`config.mk`:
```
export PLATFORM = sky130hd
export DESIGN_NAME = step_and_fall_detector
export DESIGN_NICKNAME = d
export VERILOG_FILES = /design/src/hw/rtl/sfd_pkg.sv /design/src/hw/rtl/sfd_sqacc.sv /design/src/hw/rtl/sfd_isqrt.sv /design/src/hw/rtl/step_and_fall_detector.sv
export SDC_FILE = /design/constraint.sdc
export NUM_CORES = 2
export LEC_CHECK = 0
export BUFFER_PORTS_ARGS = -buffer_cell sky130_fd_sc_hd__clkbuf_2
export CORE_ASPECT_RATIO = 1.1
export CORE_UTILIZATION = 40
export CTS_CLUSTER_SIZE = 14
export DETAILED_ROUTE_END_ITERATION = 6
export GPL_ROUTABILITY_DRIVEN = 0
export GPL_TIMING_DRIVEN = 0
export PLACE_DENSITY = 0.53
export SLEW_MARGIN = 15
export SYNTH_ARGS = -nofsm -noshare
export SYNTH_HDL_FRONTEND = slang
export SYNTH_HIERARCHICAL = 1
export SYNTH_SLANG_ARGS = --single-unit
```
`constraint.sdc`:
```
create_clock -name clk -period 9.9 [get_ports clk]
set_input_delay 0.495 -clock clk [delete_from_list [all_inputs] [get_ports clk]]
set_output_delay 0.495 -clock clk [all_outputs]
set_load 0.005 [all_outputs]
```
`src/hw/rtl/sfd_pkg.sv`:
```
// Shared types and constants for the step and fall detector.
`default_nettype none
package sfd_pkg;

	// Fixed field widths
	localparam int TimeBits    = 32;
	localparam int CountBits   = 32;
	localparam int MagBits     = 16;
	localparam int OpndBits    = 16;
	localparam int NumSq       = 7;
	localparam int SqIdxBits   = $clog2(NumSq);
	localparam int RadBits     = 2 * OpndBits;
	localparam int RateBits    = 2 * OpndBits + 2;
	localparam int RootCntBits = $clog2(MagBits);

	// 0.3 g rise, 0.8 g .. 1.2 g stillness band, in raw LSB
	localparam logic [MagBits:0]   RiseLimit = 17'd4915;
	localparam logic [MagBits-1:0] BandLow   = 16'd13108;
	localparam logic [MagBits-1:0] BandHigh  = 16'd19660;

	// Configuration register reset values
	localparam logic [15:0] StepThrRst     = 16'd19661;
	localparam logic [15:0] StepGapRst     = 16'd350;
	localparam logic [15:0] FallAccThrRst  = 16'd52429;
	localparam logic [15:0] FallRateThrRst = 16'd39300;
	localparam logic [15:0] StillRst       = 16'd2000;

	// Configuration register indexes
	typedef enum logic [2:0] {
		REG_GYRO_OFS_X   = 3'd0,
		REG_GYRO_OFS_Y   = 3'd1,
		REG_GYRO_OFS_Z   = 3'd2,
		REG_STEP_THR     = 3'd3,
		REG_STEP_GAP     = 3'd4,
		REG_FALL_ACC_THR = 3'd5,
		REG_FALL_RATE    = 3'd6,
		REG_STILL        = 3'd7
	} cfg_reg_t;

	// Squaring operands: accel x,y,z, corrected gyro x,y,z, rate threshold
	typedef logic [NumSq-1:0][OpndBits-1:0] sq_ops_t;

	// Results of the squaring pass
	typedef struct packed {
		logic                done;
		logic [RadBits-1:0]  mag_sq;
		logic [RateBits-1:0] rate_sq;
		logic [RadBits-1:0]  rate_lim;
	} sq_res_t;

endpackage
`default_nettype wire

```
`src/hw/rtl/sfd_sqacc.sv`:
```
// Shared squaring multiplier that accumulates the accel and gyro sums and squares the rate threshold.
`default_nettype none
module sfd_sqacc (
	input  wire logic            clk,
	input  wire logic            arst_n,
	input  wire logic            start,
	input  wire sfd_pkg::sq_ops_t ops,
	output sfd_pkg::sq_res_t     res
);
	import sfd_pkg::*;

	logic                 busy_q;
	logic [SqIdxBits-1:0] cnt_q;
	logic                 pv_q;
	logic [SqIdxBits-1:0] pidx_q;
	logic [RadBits-1:0]   prod_q;
	logic                 done_q;
	logic [RadBits-1:0]   mag_sq_q;
	logic [RateBits-1:0]  rate_sq_q;
	logic [RadBits-1:0]   rate_lim_q;

	// Issue one square per cycle
	always_ff @(posedge clk or negedge arst_n) begin
		if (!arst_n) begin
			busy_q <= 1'b0;
			cnt_q  <= '0;
			pv_q   <= 1'b0;
			done_q <= 1'b0;
		end else begin
			done_q <= pv_q && (pidx_q == SqIdxBits'(NumSq - 1));
			pv_q   <= busy_q;
			if (start) begin
				busy_q <= 1'b1;
				cnt_q  <= '0;
			end else if (busy_q) begin
				cnt_q <= cnt_q + 1'b1;
				if (cnt_q == SqIdxBits'(NumSq - 1))
					busy_q <= 1'b0;
			end
		end
	end

	// Product register, then accumulate into the right sum or latch the squared rate threshold
	always_ff @(posedge clk) begin
		prod_q <= ops[cnt_q] * ops[cnt_q];
		pidx_q <= cnt_q;
		if (start) begin
			mag_sq_q  <= '0;
			rate_sq_q <= '0;
		end else if (pv_q) begin
			if (pidx_q < SqIdxBits'(3))
				mag_sq_q <= mag_sq_q + prod_q;
			else if (pidx_q < SqIdxBits'(6))
				rate_sq_q <= rate_sq_q + RateBits'(prod_q);
			else
				rate_lim_q <= prod_q;
		end
	end

	assign res.done     = done_q;
	assign res.mag_sq   = mag_sq_q;
	assign res.rate_sq  = rate_sq_q;
	assign res.rate_lim = rate_lim_q;

endmodule
`default_nettype wire

```
`src/hw/rtl/sfd_isqrt.sv`:
```
// Bit-serial floor square root, two radicand bits per cycle.
`default_nettype none
module sfd_isqrt (
	input  wire logic                        clk,
	input  wire logic                        arst_n,
	input  wire logic                        start,
	input  wire logic [sfd_pkg::RadBits-1:0] radicand,
	output logic                             done,
	output logic [sfd_pkg::MagBits-1:0]      root
);
	import sfd_pkg::*;

	logic                   busy_q;
	logic                   done_q;
	logic [RootCntBits-1:0] cnt_q;
	logic [RadBits-1:0]     x_q;
	logic [MagBits:0]       rem_q;
	logic [MagBits-1:0]     root_q;
	logic [MagBits+2:0]     rem_next;
	logic [MagBits+2:0]     trial;
	logic                   fits;

	// One restoring step
	always_comb begin
		rem_next = {rem_q, x_q[RadBits-1 -: 2]};
		trial    = {1'b0, root_q, 2'b01};
		fits     = rem_next >= trial;
	end

	always_ff @(posedge clk or negedge arst_n) begin
		if (!arst_n) begin
			busy_q <= 1'b0;
			done_q <= 1'b0;
			cnt_q  <= '0;
		end else begin
			done_q <= 1'b0;
			if (start) begin
				busy_q <= 1'b1;
				cnt_q  <= '0;
			end else if (busy_q) begin
				cnt_q <= cnt_q + 1'b1;
				if (cnt_q == RootCntBits'(MagBits - 1)) begin
					busy_q <= 1'b0;
					done_q <= 1'b1;
				end
			end
		end
	end

	// Datapath
	always_ff @(posedge clk) begin
		if (start) begin
			x_q    <= radicand;
			rem_q  <= '0;
			root_q <= '0;
		end else if (busy_q) begin
			x_q <= x_q << 2;
			if (fits) begin
				rem_q  <= (MagBits+1)'(rem_next - trial);
				root_q <= {root_q[MagBits-2:0], 1'b1};
			end else begin
				rem_q  <= (MagBits+1)'(rem_next);
				root_q <= {root_q[MagBits-2:0], 1'b0};
			end
		end
	end

	assign done = done_q;
	assign root = root_q;

endmodule
`default_nettype wire

```
`src/hw/rtl/step_and_fall_detector.sv`:
```
// Top level of the step counter and fall detector.
// Usage:
//   Input channel (in_valid/in_stall) takes one time-stamped six-axis sample
//   per request. Output channel (out_valid/out_stall) returns one result per
//   sample: step count, step and fall flags and the acceleration magnitude.
//   Configuration registers are written through cfg_we/cfg_index/cfg_data
//   while the block is idle.
// Processing:
//   A sample is accepted only while the block is idle, so the next sample
//   waits until the previous result has been loaded into the output register.
//   A sample passes through seven squares in the shared squaring multiplier,
//   the last sum and done flag, the start and sixteen iterations of the square
//   root unit, the latching of the root and the decision state.
//   in_stall is high while a sample is being worked on.
// Reset:
//   arst_n clears the step count, the fall watch and the time marks and loads
//   the default thresholds; no result is pending afterwards.
// Stall:
//   A result waits in the output register while out_stall is high; the next
//   sample may already be in progress, but its result is held back until the
//   output register is free.
`default_nettype none
module step_and_fall_detector (
	input  wire logic        clk,
	input  wire logic        arst_n,
	// configuration
	input  wire logic        cfg_we,
	input  wire logic [2:0]  cfg_index,
	input  wire logic [15:0] cfg_data,
	// input channel
	input  wire logic        in_valid,
	output logic             in_stall,
	input  wire logic [31:0] time_ms,
	input  wire logic [15:0] accel_x,
	input  wire logic [15:0] accel_y,
	input  wire logic [15:0] accel_z,
	input  wire logic [15:0] gyro_x,
	input  wire logic [15:0] gyro_y,
	input  wire logic [15:0] gyro_z,
	// output channel
	output logic             out_valid,
	input  wire logic        out_stall,
	output logic [31:0]      step_count,
	output logic             step_taken,
	output logic             fall_watch,
	output logic             fall_confirmed,
	output logic [15:0]      accel_magnitude
);
	import sfd_pkg::*;

	typedef enum logic [3:0] {
		ST_IDLE = 4'b0001,
		ST_SQ   = 4'b0010,
		ST_ROOT = 4'b0100,
		ST_FIN  = 4'b1000
	} state_t;

	state_t state_q;

	// configuration registers
	logic signed [15:0] gofs_x_q, gofs_y_q, gofs_z_q;
	logic [15:0] step_thr_q, step_gap_q, fall_acc_thr_q, fall_rate_thr_q, still_q;

	// detector state
	logic [MagBits:0]     prev_mag_q;
	logic [TimeBits-1:0]  last_step_q;
	logic [CountBits-1:0] steps_q;
	logic                 watch_q;
	logic [TimeBits-1:0]  still_start_q;

	// sample registers
	logic [TimeBits-1:0] time_q;
	sq_ops_t             ops_q;
	logic [MagBits-1:0]  mag_q;

	// output register
	logic                out_valid_q;
	logic [31:0]         out_count_q;
	logic                out_step_q, out_watch_q, out_conf_q;
	logic [MagBits-1:0]  out_mag_q;

	logic        accept;
	logic        sq_start;
	sq_res_t     sq_res;
	logic        rt_start;
	logic        rt_done;
	logic [MagBits-1:0] rt_root;
	logic        fin_go;

	// input operand preparation
	logic [OpndBits-1:0] abs_ax, abs_ay, abs_az, abs_gx, abs_gy, abs_gz;
	logic signed [16:0]  cor_x, cor_y, cor_z;

	// decision signals
	logic                step_now;
	logic                suspect;
	logic                watch_mid;
	logic [TimeBits-1:0] start_mid;
	logic                in_band;
	logic                confirm;
	logic                watch_n;
	logic [TimeBits-1:0] start_n;
	logic [CountBits-1:0] steps_n;

	assign accept   = in_valid && !in_stall;
	assign in_stall = (state_q != ST_IDLE);
	assign sq_start = accept;
	assign rt_start = (state_q == ST_SQ) && sq_res.done;
	assign fin_go   = (state_q == ST_FIN) && (!out_valid_q || !out_stall);

	// configuration writes
	always_ff @(posedge clk or negedge arst_n) begin
		if (!arst_n) begin
			gofs_x_q        <= '0;
			gofs_y_q        <= '0;
			gofs_z_q        <= '0;
			step_thr_q      <= StepThrRst;
			step_gap_q      <= StepGapRst;
			fall_acc_thr_q  <= FallAccThrRst;
			fall_rate_thr_q <= FallRateThrRst;
			still_q         <= StillRst;
		end else if (cfg_we) begin
			unique case (cfg_reg_t'(cfg_index))
				REG_GYRO_OFS_X:   gofs_x_q        <= cfg_data;
				REG_GYRO_OFS_Y:   gofs_y_q        <= cfg_data;
				REG_GYRO_OFS_Z:   gofs_z_q        <= cfg_data;
				REG_STEP_THR:     step_thr_q      <= cfg_data;
				REG_STEP_GAP:     step_gap_q      <= cfg_data;
				REG_FALL_ACC_THR: fall_acc_thr_q  <= cfg_data;
				REG_FALL_RATE:    fall_rate_thr_q <= cfg_data;
				REG_STILL:        still_q         <= cfg_data;
				default: ;
			endcase
		end
	end

	// absolute values; gyro correction is exact in 17 bits
	always_comb begin
		abs_ax = accel_x[15] ? OpndBits'(~accel_x + 16'd1) : accel_x;
		abs_ay = accel_y[15] ? OpndBits'(~accel_y + 16'd1) : accel_y;
		abs_az = accel_z[15] ? OpndBits'(~accel_z + 16'd1) : accel_z;
		cor_x  = 17'(signed'(gyro_x)) - 17'(gofs_x_q);
		cor_y  = 17'(signed'(gyro_y)) - 17'(gofs_y_q);
		cor_z  = 17'(signed'(gyro_z)) - 17'(gofs_z_q);
		abs_gx = cor_x[16] ? OpndBits'(-cor_x) : cor_x[15:0];
		abs_gy = cor_y[16] ? OpndBits'(-cor_y) : cor_y[15:0];
		abs_gz = cor_z[16] ? OpndBits'(-cor_z) : cor_z[15:0];
	end

	// capture the sample
	always_ff @(posedge clk) begin
		if (accept) begin
			time_q <= TimeBits'(time_ms);
			ops_q  <= {fall_rate_thr_q, abs_gz, abs_gy, abs_gx, abs_az, abs_ay, abs_ax};
		end
		if (rt_done)
			mag_q <= rt_root;
	end

	// sequencer
	always_ff @(posedge clk or negedge arst_n) begin
		if (!arst_n) begin
			state_q <= ST_IDLE;
		end else begin
			unique case (state_q)
				ST_IDLE: if (accept)        state_q <= ST_SQ;
				ST_SQ:   if (sq_res.done)   state_q <= ST_ROOT;
				ST_ROOT: if (rt_done)       state_q <= ST_FIN;
				ST_FIN:  if (fin_go)        state_q <= ST_IDLE;
				default:                    state_q <= ST_IDLE;
			endcase
		end
	end

	sfd_sqacc u_sqacc (
		.clk    (clk),
		.arst_n (arst_n),
		.start  (sq_start),
		.ops    (ops_q),
		.res    (sq_res)
	);

	sfd_isqrt u_isqrt (
		.clk      (clk),
		.arst_n   (arst_n),
		.start    (rt_start),
		.radicand (sq_res.mag_sq),
		.done     (rt_done),
		.root     (rt_root)
	);

	// step and fall decisions
	always_comb begin
		step_now = ({1'b0, mag_q} > prev_mag_q + RiseLimit) && (mag_q > step_thr_q)
			&& (TimeBits'(time_q - last_step_q) > TimeBits'(step_gap_q));
		steps_n  = step_now ? steps_q + 1'b1 : steps_q;

		suspect   = !watch_q && (mag_q > fall_acc_thr_q)
			&& (sq_res.rate_sq > RateBits'(sq_res.rate_lim));
		watch_mid = watch_q || suspect;
		start_mid = suspect ? time_q : still_start_q;
		in_band   = (mag_q >= BandLow) && (mag_q <= BandHigh);

		watch_n = watch_mid;
		start_n = start_mid;
		confirm = 1'b0;
		if (watch_mid) begin
			if (in_band) begin
				if (TimeBits'(time_q - start_mid) >= TimeBits'(still_q)) begin
					watch_n = 1'b0;
					confirm = 1'b1;
				end
			end else begin
				start_n = time_q;
			end
		end
	end

	// detector state update
	always_ff @(posedge clk or negedge arst_n) begin
		if (!arst_n) begin
			prev_mag_q    <= '0;
			last_step_q   <= '0;
			steps_q       <= '0;
			watch_q       <= 1'b0;
			still_start_q <= '0;
		end else if (fin_go) begin
			prev_mag_q    <= {1'b0, mag_q};
			if (step_now)
				last_step_q <= time_q;
			steps_q       <= steps_n;
			watch_q       <= watch_n;
			still_start_q <= start_n;
		end
	end

	// output register
	always_ff @(posedge clk or negedge arst_n) begin
		if (!arst_n) begin
			out_valid_q <= 1'b0;
		end else if (fin_go) begin
			out_valid_q <= 1'b1;
		end else if (!out_stall) begin
			out_valid_q <= 1'b0;
		end
	end

	always_ff @(posedge clk) begin
		if (fin_go) begin
			out_count_q <= 32'(steps_n);
			out_step_q  <= step_now;
			out_watch_q <= watch_n;
			out_conf_q  <= confirm;
			out_mag_q   <= mag_q;
		end
	end

	assign out_valid       = out_valid_q;
	assign step_count      = out_count_q;
	assign step_taken      = out_step_q;
	assign fall_watch      = out_watch_q;
	assign fall_confirmed  = out_conf_q;
	assign accel_magnitude = out_mag_q;

	// checks
	a_root_in_root_state: assert property (@(posedge clk) disable iff (!arst_n)
		rt_done |-> (state_q == ST_ROOT))
		else $error("root done outside root state");

	a_result_from_fin: assert property (@(posedge clk) disable iff (!arst_n)
		$rose(out_valid_q) |-> $past(state_q == ST_FIN))
		else $error("result loaded outside decision state");

	a_step_above_thr: assert property (@(posedge clk) disable iff (!arst_n)
		(out_valid_q && out_step_q) |-> (out_mag_q > step_thr_q))
		else $error("step counted below threshold");

	a_confirm_in_band: assert property (@(posedge clk) disable iff (!arst_n)
		(out_valid_q && out_conf_q) |->
			((out_mag_q >= BandLow) && (out_mag_q <= BandHigh) && !out_watch_q))
		else $error("fall confirmed outside stillness band");

endmodule
`default_nettype wire

```
# Word level (Yosys, flattened, before mapping)
# Cells that the tools add are included.
[totals]
ff_bits = 667
input_bits = 152
out_inout_bits = 53
elab_cells = 176
[op_classes]
n_addsub = 18
multipliers = 1
order_cmp = 12
eq_ne = 20
mux = 40
n_bitwise = 6
reduce_logical = 32
[ops]
columns = ["cell", "count"]
rows = [
  ["$mux 32", 6],
  ["$mux 16", 4],
  ["$sub 32x32->32", 2],
  ["$sub 16x16->17", 3],
  ["$add 16x1->16 const B", 3],
  ["$bmux 16 s3", 1],
  ["$neg 16->16", 3],
  ["$not 16->16", 3],
  ["$mux 15", 3],
  ["$add 34x32->34", 1],
  ["$gt 34x32->1", 1],
  ["$add 32x1->32 const B", 1],
  ["$add 32x32->32", 1],
  ["$ge 32x16->1", 1],
  ["$gt 16x16->1", 2],
  ["$gt 32x16->1", 1],
  ["$mul 16x16->32", 1],
  ["$mux 4", 6],
  ["$reduce_and 2->1", 11],
  ["$ge 19x18->1", 1],
  ["$eq 3x3->1 const B", 6],
  ["$add 16x13->17 const B", 1],
  ["$gt 16x17->1", 1],
  ["$mux 17", 1],
  ["28 further kinds", 65],
]

# Depth between registers and ports, before layout
[depth]
ltp_word = 9
depth_mapped = 33
depth_no_buf = 31

# By module
# Netlist, hierarchy kept.
[modules_own_cells]
columns = ["module", "instances", "cells_per_inst", "area_per_inst_um2", "seq_area_each_um2"]
rows = [
  ["step_and_fall_detector", 1, 2681, 27602.7, 12537.0],
  ["sfd_sqacc", 1, 1753, 15341.0, 3083.0],
  ["sfd_isqrt", 1, 400, 4026.4, 1771.7],
]

# Worst setup path before layout
# OpenSTA, ideal clock, no wires.
[synth_timing]
path_type = "reg-to-reg"
from = "register u_sqacc.cnt_q[0]"
to = "register u_sqacc.prod_q[30]"
setup_ns = 0.072
arrival_ns = 7.100
t_required_ns = 9.828
setup_slack_ns = 2.728
stages_incl_launch_ff = 31
path_buffers = 3
synth_period_minus_slack_ns = 7.172
path_cell_list = "dfrtp_1 -> buf_2 -> buf_4 -> buf_2 -> mux2i_1 -> nor2_1 -> a21oi_1 -> a21o_1 -> clkinv_1 -> nand2_1 -> inv_1 -> fa_1 -> inv_1 -> fa_1 -> inv_1 -> fa_1 -> fa_1 -> fa_1 -> inv_1 -> fa_1 -> inv_1 -> ha_1 -> a211oi_1 -> o221ai_1 -> a21oi_2 -> a21oi_1 -> a41o_1 -> a211oi_1 -> nor2_1 -> o21ai_1 -> xnor2_1"
[synth_between]
elab_chain_cells = 3
[synth_lines]
columns = ["item", "line_no", "text"]
rows = [
  ["from (decl)", "sfd_sqacc.sv:13", "logic [SqIdxBits-1:0] cnt_q;"],
  ["from (signal assigned)", "sfd_sqacc.sv:36", "cnt_q <= cnt_q + 1'b1;"],
  ["$bmux 16 s3", "sfd_sqacc.sv:45", "prod_q <= ops[cnt_q] * ops[cnt_q];"],
  ["$mux 16 (implied by the code)", "sfd_sqacc.sv:45", ""],
  ["$mul 16x16->32", "sfd_sqacc.sv:45", ""],
  ["to (signal assigned)", "sfd_sqacc.sv:45", ""],
  ["to (decl)", "sfd_sqacc.sv:16", "logic [RadBits-1:0] prod_q;"],
]
# Every way passes these cells. The select of a mux whose other input is x is not followed.
# A chain may end at the register's enable or synchronous reset.

# Worst setup path in the final report
[layout_timing]
from = "register u_sqacc.rate_lim_q[3]"
to = "register out_conf_q, in the netlist fall_confirmed, data pin"
[layout_between]
elab_chain_cells = 6
word_cells_on_any_way = 8
classes_between = "add/sub (1); order compare (2); mux (2); reduce/logical (3)"
[layout_lines]
columns = ["item", "line_no", "text"]
rows = [
  ["from (decl)", "sfd_sqacc.sv:20", "logic [RadBits-1:0] rate_lim_q;"],
  ["from (signal assigned)", "sfd_sqacc.sv:56", "rate_lim_q <= prod_q;"],
  ["$gt 34x32->1 *", "step_and_fall_detector.sv:199", "&& (sq_res.rate_sq > RateBits'(sq_res.rate_lim));"],
  ["$logic_and 1x1->1 *", "step_and_fall_detector.sv:199", ""],
  ["$mux 32", "step_and_fall_detector.sv:201", "start_mid = suspect ? time_q : still_start_q;"],
  ["$sub 32x32->32", "step_and_fall_detector.sv:209", "if (TimeBits'(time_q - start_mid) >= TimeBits'(still_q)) begin"],
  ["$ge 32x16->1", "step_and_fall_detector.sv:209", ""],
  ["$mux 1", "step_and_fall_detector.sv:209", ""],
  ["to (signal assigned)", "step_and_fall_detector.sv:253", "out_conf_q <= confirm;"],
  ["to (decl)", "step_and_fall_detector.sv:79", "logic out_step_q, out_watch_q, out_conf_q;"],
]
# Mark *: on every way between the ends. The rest lies on a longest branch, timed or not.

==> run metrics <==
root buffer cell clkbuf_16; Levels on crit path 33; Via-to-Cell Ratio 5.31; #FFs+latches synth 665; startpoint of the tightest hold check path accel_x[0]; class of the tightest hold or removal check in -> reg; run status complete, but fails checks; final hold violation count 0; I/O pins 205; CP Max Fanout 10; TritonCTS buffer count 77; maximum level of the CTS H-tree 3; total buffers and inverters traversed by the critical path 4; number of global-route vias before repair 35700; Top FF cell, synth edfxtp_1; data required time at the worst endpoint 10.30 ns; GRT Overall Usage 21.6%; number of buffers inserted by port buffering 200; most frequent cell on the critical path ha_1; Post-Syn Nets 5556; total number of vias 35800; mapped cell area 0.0470 mm^2; post-synthesis area per instance 9.72 um^2; total gr overflow 0; pin slew with the least headroom to its limit 1.18 ns; register-to-register path setup slack 0.67 ns; first-pass GRT wire length 201000 um; Largest delay share family, worst path compound AO/OA/AOI/OAI gates; unrepaired setup endpoints after global routing false; clock net sink count 665; CTS tree done; Post-CTS Hold Fix Bufs 33; failing checks design-rule violations; highest-delay cell along the critical path buf_1; initial drt markers 1990; path type of the worst setup path reg -> reg; drt total wl 128000 um; fraction of final layout cells sized beyond drive strength 1 11.7%; antenna violations before repair 2; pin count of the biggest net entering global routing 88; first drt pass iteration count 7; width of the die 329 um; post-DR wirelength/cell 19.0 um; number of buffers on the longest clock path 3; Final TNS setup 0 ns; data arrival time of the worst path 9.63 ns; R2R cell count 33; core area 0.116 mm^2; DRC errors left 4; Critical Path Source u_sqacc/rate_lim_q[3]$_DFFE_PP_; count of different cell masters after synthesis 105; number of violations of the max-capacitance limit 0; HPWL reported at the end of detailed placement 98600 um; sequential cell area fraction in the yosys report 37.0%; number of setup violations in the final report 0; Clock Latency Late Sink 0.65 ns; Slew Limit Headroom 21.0%; Final min period 9.23 ns; RR Startpoint u_sqacc/rate_lim_q[3]$_DFFE_PP_; relative area change from synthesis to final layout 12.9%; final-report max-slew violation count 0; register clock-pin slew on the reported worst setup and hold paths 0.07 ns; count of flip-flops with a built-in enable after synthesis 274; Setup crit end kind flop; kind of start point of the critical path flop; worst-case clock skew 0.0318 ns; postcts setup bufs 0; PostCTS Resize Cnt 0; Final period util 93.2%; Critical path destination fall_confirmed$_SDFFCE_PN0P_; number of instances in the synthesized netlist 4834; net total in the final layout 5876; starting density of the core 40.4%; worst r2r dst fall_confirmed$_SDFFCE_PN0P_; number of warnings reported in the yosys synthesis log 6; die area 0.119 mm^2; async set-or-reset flop fraction in the synthesized netlist 38.8%; die height 361 um; maximum clock frequency 108 MHz; largest stage delay on the critical path 0.61 ns; number of cell rows 131; ANT nets after route 0
final cells by class:
type                            instances  area (um^2)
Tap cell                             1529         1910
Buffer                                155          654
Clock buffer                          113         2210
Multi-Input combinational cell       3473        26900
Antenna cell                            4         10.0
Fill cell                           11200        63200
Clock inverter                         29          360
Inverter                              541         2030
Timing Repair Buffer                  241         1550
Sequential cell                       665        17400
placed cells by master, fill, tap and decap left out, types with 44 or more instances in the layout:
master and n:
inv_1 536, nand2_1 513, ha_1 401, nor2_1 309
a21oi_1 282, edfxtp_1 274, o21ai_0 244, dfrtp_1 222
xnor2_1 214, clkbuf_2 199, fa_1 169, clkbuf_1 135
dfxtp_1 133, mux2_2 131, xor2_1 112, a21o_1 94
nand3_1 85, clkbuf_16 80, nor3_1 71, mux2i_1 69
nand4_1 63, nor2b_1 49, and3_1 44
Yosys cell counts (all sizes together) (26+ instances only):
cell,count,area (um^2)
buf,44,234
mux2i,69,691
or3,40,255
dfrtp,222,5560
nand2,513,1930
nor3,73,382
o21bai,26,199
nor2b,49,307
nor2,310,1160
o21a,35,270
inv,536,2010
a21oi,293,1500
dfxtp,133,2660
o31ai,31,233
xor2,112,981
and2,26,163
xnor2,214,1870
ha,401,5020
nand4,63,394
nand3,85,425
a31oi,32,221
dfstp,36,946
edfxtp,274,8230
and3,45,282
mux2,154,1820
nand2b,34,213
a211oi,33,258
a21o,94,706
o21ai,259,1320
clkbuf,111,417
fa,169,3380
stage by stage:
stage	instances	utilization (%)	instance area [um^2]	hold WS, ns	setup WS [ns]
finish	6750	45.6	53000	0.125	0.669
global route	6746	45.6	53000	0.0887	0.0721
CTS	6746	45.6	53000	0.0678	0.729
detailed placement	6571	43.1	50100	0.388	0.791
global placement	6563	42.9	49900	0.392	0.539
floorplan	4834	-	47000	0.199	2.73
worst min path at each step:
stage	cells past startpoint	to	slack [ns]
after floorplan	0	fall_acc_thr_q[12]$_DFFE_PN0P_	0.20
after global placement	0	u_sqacc/pidx_q[0]$_DFF_P_	0.39
after detailed placement	1	steps_q[5]$_DFFE_PN0P_	0.39
after CTS	1	ops_q[0]$_DFFE_PP_	0.07
after global routing	1	ops_q[32]$_DFFE_PP_	0.09
final	1	ops_q[0]$_DFFE_PP_	0.12
sequential cells by signal, summed over array words and instances (netlist names), 31 cells and up:
name / cells
u_sqacc/mag_sq_q: 32
u_sqacc/rate_sq_q: 34
u_isqrt/x_q: 32
step_count: 32
last_step_q: 32
u_sqacc/prod_q: 31
ops_q: 112
u_sqacc/rate_lim_q: 31
still_start_q: 32
time_q: 32
steps_q: 32
per-layer routing:
| metal | GRT usage (%) | routed length, um | part of all wire, % | vias up |
|---|---|---|---|---|
| li1 | - | - | - | 17500 |
| met1 | 29.4 | 59400 | 46 | 17400 |
| met2 | 36.3 | 60900 | 48 | 687 |
| met3 | 2.55 | 4880 | 3.8 | 176 |
| met4 | 5.66 | 3040 | 2.4 | 0 |
| met5 | 0 | 0 | 0 | - |
logic make-up after synthesis:
family,synth area share [%]
compound gates,13.4
xor+xnor,6.08
fa+ha+maj,18.1
mux,6.11
flops,37.0
simple gates,13.6
other cells,0.00798
buf+inv,5.71
Power is not shown: default switching activity piles up to over one toggle a cycle in this logic, so the estimate is an artifact.
